## src/hdl/gha_pkg.sv

```systemverilog
// gha_pkg: shared constants, codes and control types of the handle allocator
// used by gha_ctrl, gha_datapath and generational_handle_allocator_top
package gha_pkg;

    localparam int CHUNK_SLOTS = 1024;
    localparam int MAX_CHUNKS  = 8;
    localparam int GEN_BITS    = 16;

    localparam int SLOT_W   = $clog2(CHUNK_SLOTS);
    localparam int CHUNK_W  = $clog2(MAX_CHUNKS);
    localparam int BIT_W    = 5;
    localparam int WORD_BITS = 1 << BIT_W;
    localparam int WORD_W   = SLOT_W - BIT_W;
    localparam int ROW_W    = CHUNK_W + WORD_W;
    localparam int ROWS     = MAX_CHUNKS * CHUNK_SLOTS / WORD_BITS;
    localparam int ADDR_W   = CHUNK_W + SLOT_W;
    localparam int ENTRIES  = MAX_CHUNKS * CHUNK_SLOTS;
    localparam int DEPTH_W  = SLOT_W + 1;
    localparam int NCH_W    = CHUNK_W + 1;
    localparam int CNT_W    = 14;
    localparam int LIM_W    = 4;
    localparam int POP_W    = BIT_W + 1;
    localparam int IN_W     = 40;
    localparam int OUT_W    = 64;
    localparam logic [LIM_W-1:0] LIMIT_RESET = LIM_W'(8);

    typedef enum logic [3:0] {
        REQ_CREATE      = 4'd0,
        REQ_RESTORE     = 4'd1,
        REQ_DESTROY     = 4'd2,
        REQ_LOCK        = 4'd3,
        REQ_UNLOCK      = 4'd4,
        REQ_IS_ALIVE    = 4'd5,
        REQ_IS_LOCKED   = 4'd6,
        REQ_GROW        = 4'd7,
        REQ_DESTROY_ALL = 4'd8,
        REQ_LOCK_ALL    = 4'd9,
        REQ_UNLOCK_ALL  = 4'd10,
        REQ_LIVE_COUNT  = 4'd11
    } req_t;

    typedef enum logic [2:0] {
        STAT_OK      = 3'd0,
        STAT_NO_FREE = 3'd1,
        STAT_DEAD    = 3'd2,
        STAT_LOCKED  = 3'd3,
        STAT_LIMIT   = 3'd4
    } stat_t;

    typedef enum logic [3:0] {
        S_CLEAR,
        S_IDLE,
        S_DISPATCH,
        S_FETCH,
        S_MODIFY,
        S_GROW,
        S_SW_ADDR,
        S_SW_DATA,
        S_SW_PUSH,
        S_SW_END,
        S_DONE
    } state_t;

    typedef struct packed {
        logic capture;
        logic clr_wr;
        logic pop_rd;
        logic slot_rd_req;
        logic slot_rd_top;
        logic modify;
        logic finish_direct;
        logic grow_wr;
        logic sw_rd;
        logic sw_eval;
        logic sw_push;
        logic sw_next;
        logic sw_end;
        logic load_out;
    } cmd_t;

    typedef struct packed {
        req_t req;
        logic take_ok;
        logic grow_ok;
        logic have_chunks;
        logic clr_last;
        logic grow_last;
        logic last_row;
        logic sel_nz;
        logic rest_nz;
        logic out_free;
    } sts_t;

    function automatic logic [POP_W-1:0] popcount(input logic [WORD_BITS-1:0] v);
        logic [POP_W-1:0] n;
        n = '0;
        for (int i = 0; i < WORD_BITS; i++)
        begin
            n = n + POP_W'(v[i]);
        end
        return n;
    endfunction

endpackage

```

## src/hdl/gha_ctrl.sv

```systemverilog
// gha_ctrl: sequencing state machine of the handle allocator
// uses gha_pkg; drives gha_datapath through cmd_t and reads sts_t
module gha_ctrl
    import gha_pkg::*;
(
    input  logic clk,
    input  logic rst_n,
    input  logic s_tvalid,
    output logic s_tready,
    input  sts_t sts,
    output cmd_t cmd
);

    state_t state_reg, state_next;
    logic   sw_more;

    assign sw_more = !sts.last_row;

    always_comb
    begin
        state_next = state_reg;
        unique case (state_reg)
            S_CLEAR:    if (sts.clr_last) state_next = S_IDLE;
            S_IDLE:     if (s_tvalid) state_next = S_DISPATCH;
            S_DISPATCH:
            begin
                case (sts.req) inside
                    REQ_CREATE, REQ_RESTORE:
                        state_next = sts.take_ok ? S_FETCH : S_DONE;
                    REQ_DESTROY, REQ_LOCK, REQ_UNLOCK, REQ_IS_ALIVE, REQ_IS_LOCKED:
                        state_next = S_MODIFY;
                    REQ_GROW:
                        state_next = sts.grow_ok ? S_GROW : S_DONE;
                    REQ_DESTROY_ALL, REQ_LOCK_ALL, REQ_UNLOCK_ALL:
                        state_next = sts.have_chunks ? S_SW_ADDR : S_DONE;
                    default:
                        state_next = S_DONE;
                endcase
            end
            S_FETCH:    state_next = S_MODIFY;
            S_MODIFY:   state_next = S_DONE;
            S_GROW:     if (sts.grow_last) state_next = S_DONE;
            S_SW_ADDR:  state_next = S_SW_DATA;
            S_SW_DATA:
            begin
                if ((sts.req == REQ_DESTROY_ALL) && sts.sel_nz)
                begin
                    state_next = S_SW_PUSH;
                end
                else
                begin
                    state_next = sw_more ? S_SW_ADDR : S_SW_END;
                end
            end
            S_SW_PUSH:
            begin
                if (!sts.rest_nz)
                begin
                    state_next = sw_more ? S_SW_ADDR : S_SW_END;
                end
            end
            S_SW_END:   state_next = S_DONE;
            S_DONE:     if (sts.out_free) state_next = S_IDLE;
            default:    state_next = S_IDLE;
        endcase
    end

    always_comb
    begin
        cmd = '0;
        s_tready = 1'b0;
        unique case (state_reg)
            S_CLEAR:    cmd.clr_wr = 1'b1;
            S_IDLE:
            begin
                s_tready = 1'b1;
                cmd.capture = s_tvalid;
            end
            S_DISPATCH:
            begin
                case (sts.req) inside
                    REQ_CREATE, REQ_RESTORE:
                    begin
                        cmd.pop_rd = sts.take_ok;
                        cmd.finish_direct = !sts.take_ok;
                    end
                    REQ_DESTROY, REQ_LOCK, REQ_UNLOCK, REQ_IS_ALIVE, REQ_IS_LOCKED:
                        cmd.slot_rd_req = 1'b1;
                    REQ_GROW:
                        cmd.finish_direct = !sts.grow_ok;
                    REQ_DESTROY_ALL, REQ_LOCK_ALL, REQ_UNLOCK_ALL:
                        cmd.finish_direct = !sts.have_chunks;
                    default:
                        cmd.finish_direct = 1'b1;
                endcase
            end
            S_FETCH:    cmd.slot_rd_top = 1'b1;
            S_MODIFY:   cmd.modify = 1'b1;
            S_GROW:     cmd.grow_wr = 1'b1;
            S_SW_ADDR:  cmd.sw_rd = 1'b1;
            S_SW_DATA:
            begin
                cmd.sw_eval = 1'b1;
                cmd.sw_next = !((sts.req == REQ_DESTROY_ALL) && sts.sel_nz) && sw_more;
            end
            S_SW_PUSH:
            begin
                cmd.sw_push = 1'b1;
                cmd.sw_next = !sts.rest_nz && sw_more;
            end
            S_SW_END:   cmd.sw_end = 1'b1;
            S_DONE:     cmd.load_out = sts.out_free;
            default:    cmd = '0;
        endcase
    end

    always_ff @(posedge clk or negedge rst_n)
    begin
        if (!rst_n)
        begin
            state_reg <= S_CLEAR;
        end
        else
        begin
            state_reg <= state_next;
        end
    end

endmodule

```

## config.mk

```make
export PLATFORM = sky130hd
export DESIGN_NAME = gha_ctrl
export DESIGN_NICKNAME = d
export VERILOG_FILES = /design/src/hdl/gha_pkg.sv /design/src/hdl/gha_ctrl.sv
export SDC_FILE = /design/constraint.sdc
export NUM_CORES = 1
export LEC_CHECK = 0
export BUFFER_PORTS_ARGS = -buffer_cell sky130_fd_sc_hd__buf_2
export CORE_UTILIZATION = 45
export CTS_BUF_LIST = sky130_fd_sc_hd__clkbuf_8
export DETAILED_ROUTE_END_ITERATION = 8
export MAX_ROUTING_LAYER = met4
export PLACE_DENSITY = 0.82
export SLEW_MARGIN = 20
export SYNTH_ARGS = -nofsm -noshare
export SYNTH_HDL_FRONTEND = slang
export SYNTH_SLANG_ARGS = --single-unit
```

## constraint.sdc

```tcl
create_clock -name clk -period 1.7 [get_ports clk]
set_clock_uncertainty 0.05 [all_clocks]
set_input_delay 0.34 -clock clk [delete_from_list [all_inputs] [get_ports clk]]
set_output_delay 0.34 -clock clk [all_outputs]
set_load 0.02 [all_outputs]
```

==> flow_summary.yaml, run 1 <==
outcome:
  status: "did not finish"
  stop_stage: "global routing (5_1_grt)"
  error: "[ERROR DPL-0038] Utilization greater than 100%, impossible to legalize"
synthesis:
  synth_edf_count: 0
  yosysWarnings: 0
  syn_area_um2: 584.3
  syn_inst: 83
  synth-async-reset-ratio_pct: 100.0
  ys_seq_area_share_pct: 17.13
  ys_ff_latch: 4
  synth.distinct_cells: 34
  synth_flop_cell: "dfrtp_1"
  synth_area_per_cell_um2: 7.040
  synth.top_cell.area_share_pct: 17.13
  synth_top_area_cell: "dfrtp_1"
  syn-num-nets: 99
  synthTopCellsByArea: "dfrtp_1 17%, nor2_1 9.0%, nand3b_1 6.4%"
placed_design:
  post-dp-hpwl_um: 1573
  port_buffers: 30
  gp_congestion: 0.9034
  dp_slack_ps: -55.91
global_routing:
  grt_max_degree: 14
clock_network:
  cts_buffer_depth: 2
  htreeDepth: 1
  cts_made_buffers: 3
  cts-root-buf: "clkbuf_8"
  clock-sinks: 4
floorplan:
  initial_core_util_pct: 50.54
  die_h_um: 38.04
  ios: 31
  die_x_um: 38.04
  num_rows: 12
repair_timing:
action,in CTS
setup endpoints to repair,12
gates resized for setup,35
hold buffers,1
buffers inserted,11
hold endpoints to repair,4
gates cloned,0
pin swaps,8
kinds of logic after synthesis:
family          after synthesis  synth area share [%]
simple gates                 47                 43.90
compound gates               25                 32.12
buf+inv                       6                 5.138
flops                         4                 17.13
mux                           1                 1.713
stage by stage:
| stage | instances | hold WS [ps] | cell area (um2) |
|---|---|---|---|
| floorplan | 83 | -5.591 | 605.6 |
| global placement | 138 | 99.26 | 867.1 |
| detailed placement | 138 | 101.6 | 867.1 |
| CTS | 152 | 315.8 | 1104 |
synth_stat cells (2+ instances only):
cell and number:
nor2_1 14, nand2_1 8, a21oi_1 7, nor3_1 6, nand3b_1 5, dfrtp_1 4, o21ai_0 4, a21o_1 3
buf_2 3, nand2b_1 3, and3_1 2, nor2b_1 2
==> run 2: changes to the inputs <==
Settings changed: CORE_AREA set to 2 2 63 65, CORE_UTILIZATION 45 to not set, CTS_BUF_LIST sky130_fd_sc_hd__clkbuf_8 to not set, DIE_AREA set to 0 0 65 67, MAX_ROUTING_LAYER met4 to not set, PLACE_DENSITY 0.82 to not set, PLACE_DENSITY_LB_ADDON set to 0.15.
==> run 2 against run 1 <==
Compared with the run above: synthesized cell count unchanged; the flow now finishes, with violations (setup timing); area after synthesis unchanged.
==> flow_summary.yaml, run 2 <==
outcome:
  status: "finished, violations left"
  violations: "setup timing"
placed_design:
  port_buffers: 30
  dp_slack_ps: -101.6
  post-dp-hpwl_um: 1854
  gp_congestion: 0.7465
global_routing:
  grt_usage_pct: 11.77
  antenna_found_initial: 0
  grt_pass1_vias: 871
  grt_overflow: 0
  grt_max_degree: 9
  grt_pass1_wl_um: 3953
hold_path:
  min_path_type: "input port to flop"
  hp-start: "sts[0]"
floorplan:
  die_area_mm2: 0.004355
  ios: 31
  core_area_mm2: 0.003606
  die_h_um: 67
  initial_core_util_pct: 16.20
  die_x_um: 65
  num_rows: 22
power_and_ir_drop:
  p_sw_mw: 0.7721
  power_density_mw_per_mm2: 1390
  p_int_mw: 1.055
  power_switching_share_pct: 42.27
  p_seq_share_pct: 9.7
  total_power_mw: 1.827
  vdd.ir_drop.worst_v: 0.0003013
  comb_power_share_pct: 79.7
  clock_power_share_pct: 10.6
  p_leak_nw: 0.6080
sta:
  post-route-period-util_pct: 113.5
  finalMaxSlewViolations: 0
  hold_violations: 0
  timing.final.ws_setup_ps: -229.8
  clock.fmax_mhz: 518.2
  tightest_slew_ps: 388.1
  whs_ps: 340.1
  rsz0062_at_grt: "yes"
  setup_viol: 15
  fin_crit_ps: 1930
  slew_headroom_pct: 74.13
clock_network:
  cts_tree: "yes"
  clock_latency_ps: 210
  cts-root-buf: "clkbuf_8"
  htreeDepth: 1
  cts_buffer_depth: 2
  clock-sinks: 4
  cts.clk_slew.worst_paths_ps: 30
  cts_made_buffers: 3
finish:
  n_fill_cell: 387
  areaGrowthSynthToFinish_pct: 124.8
  n_antenna_cell: 0
  largest_register_ffs: 4
  layout_commonest_cell: "buf_4"
  drive_above_1_share_pct: 64.63
  final_cell_mix: "33 x buf_4, 17 x buf_2, 14 x buf_6"
  fin_nets: 165
  final_core_util_pct: 36.43
detailed_routing:
  wl_per_cell_um: 12.74
  drt_wl_total_um: 2484
  vias: 847
  drtAntennaViolNets: 0
  drtPass1Iterations: 4
  initialDrtViolationCount: 32
  route.detailed.drc: 0
  vias_per_cell: 4.344
critical_path:
  worstPathMaxFanout: 4
  crit_arrival_ps: 1540
  cp-startpoint: "state_reg[2]"
  crit_slowest_cell: "or4b_4"
  required_ps: 1310
  worstReg2RegStart: "state_reg[2]"
  path_cells: "or4b_4, nor2_2, a21oi_1, nor2_2, buf_6"
  critPathKind: "flop to output pin"
  cpMostUsedCell: "nor2_2"
  critPathCaptureType: "output pin"
  start_kind: "flop"
  crit_path_max_incr_delay_ps: 540
synthesis:
  yosysWarnings: 0
  ys_ff_latch: 4
  syn-num-nets: 99
  synth_top_area_cell: "dfrtp_1"
  syn_area_um2: 584.3
  syn_inst: 83
  synth_edf_count: 0
  ys_seq_area_share_pct: 17.13
  synth-async-reset-ratio_pct: 100.0
  synth_common_cells: "14 x nor2_1, 8 x nand2_1, 7 x a21oi_1"
  yosysMostFrequentCell: "nor2_1"
  synth_area_per_cell_um2: 7.040
  synth.top_cell.area_share_pct: 17.13
  synth_flop_cell: "dfrtp_1"
  synth.distinct_cells: 34
  synthTopCellsByArea: "dfrtp_1 17%, nor2_1 9.0%, nand3b_1 6.4%"
job:
  drv_cap: 0
[run 2: routing by layer]
metal | share of wire [%] | vias up | GRT usage, %
met4 | 0 | 0 | 4.787
met3 | 3.1 | 0 | 1.520
met5 | 0 | - | 0
li1 | - | 438 | -
met1 | 45 | 390 | 14.47
met2 | 51 | 19 | 20.62
[run 2: logic make-up after synthesis]
logic type	count (synthesis)	share of synthesized area, %
compound gates	25	32.12
buf+inv	6	5.138
flops	4	17.13
mux	1	1.713
simple gates	47	43.90
[run 2: path summary, 6_finish.rpt]
check / cells past startpoint / slack [ps] / endpoint
max: 5 / -230 / cmd[2]
min: 2 / 340 / state_reg[1]
max reg2reg: 7 / -110 / state_reg[0]
min reg2reg: 5 / 730 / state_reg[1]
max in group asynchronous: 2 / 1050 / state_reg[2]
min in group asynchronous: 2 / 410 / state_reg[1]
[run 2: per-stage QoR]
step	instance area (um2)	instances	TNS, ps
floorplan	605.6	83	-37.36
global placement	992.2	183	-542.5
detailed placement	992.2	183	-486.8
CTS	1230	193	-1179
global route	1314	195	-2583
finish	1314	195	-1569
[run 2: power groups by stage]
stage	combinational [mW]	sequential, mW	clock, mW
final	1.46	0.177	0.194
after global routing	1.57	0.179	0.209
after CTS	1.26	0.173	0.203
after detailed placement	0.969	0.181	0
after global placement	0.974	0.185	0
after floorplan	0.549	0.166	0
[run 2: worst max-delay path, delay by kind of cell (launching register included)]
family / cells / cell delay [ps]
AOI/OAI and AO/OA: 1 / 50
buffers and inverters: 1 / 120
DFF: 1 / 430
and+or+nand+nor: 3 / 720
[run 2: area by class of cell]
| class | instances | area [um2] | area share, % |
|---|---|---|---|
| clock buffer | 3 | 41.29 | 3.143 |
| inverter | 1 | 3.754 | 0.2857 |
| timing repair buffer | 66 | 515.5 | 39.24 |
| multi-input combinational | 73 | 591.8 | 45.05 |
| sequential | 4 | 101.3 | 7.714 |
| tap | 48 | 60.06 | 4.571 |
[run 2: timing repair]
action,CTS,global route
setup endpoints to repair,15,19
hold buffers,1,0
hold endpoints to repair,4,0
buffers inserted,8,4
pin swaps,10,6
resized for setup,35,20
No activity file was read; power rests on OpenSTA's default activity.
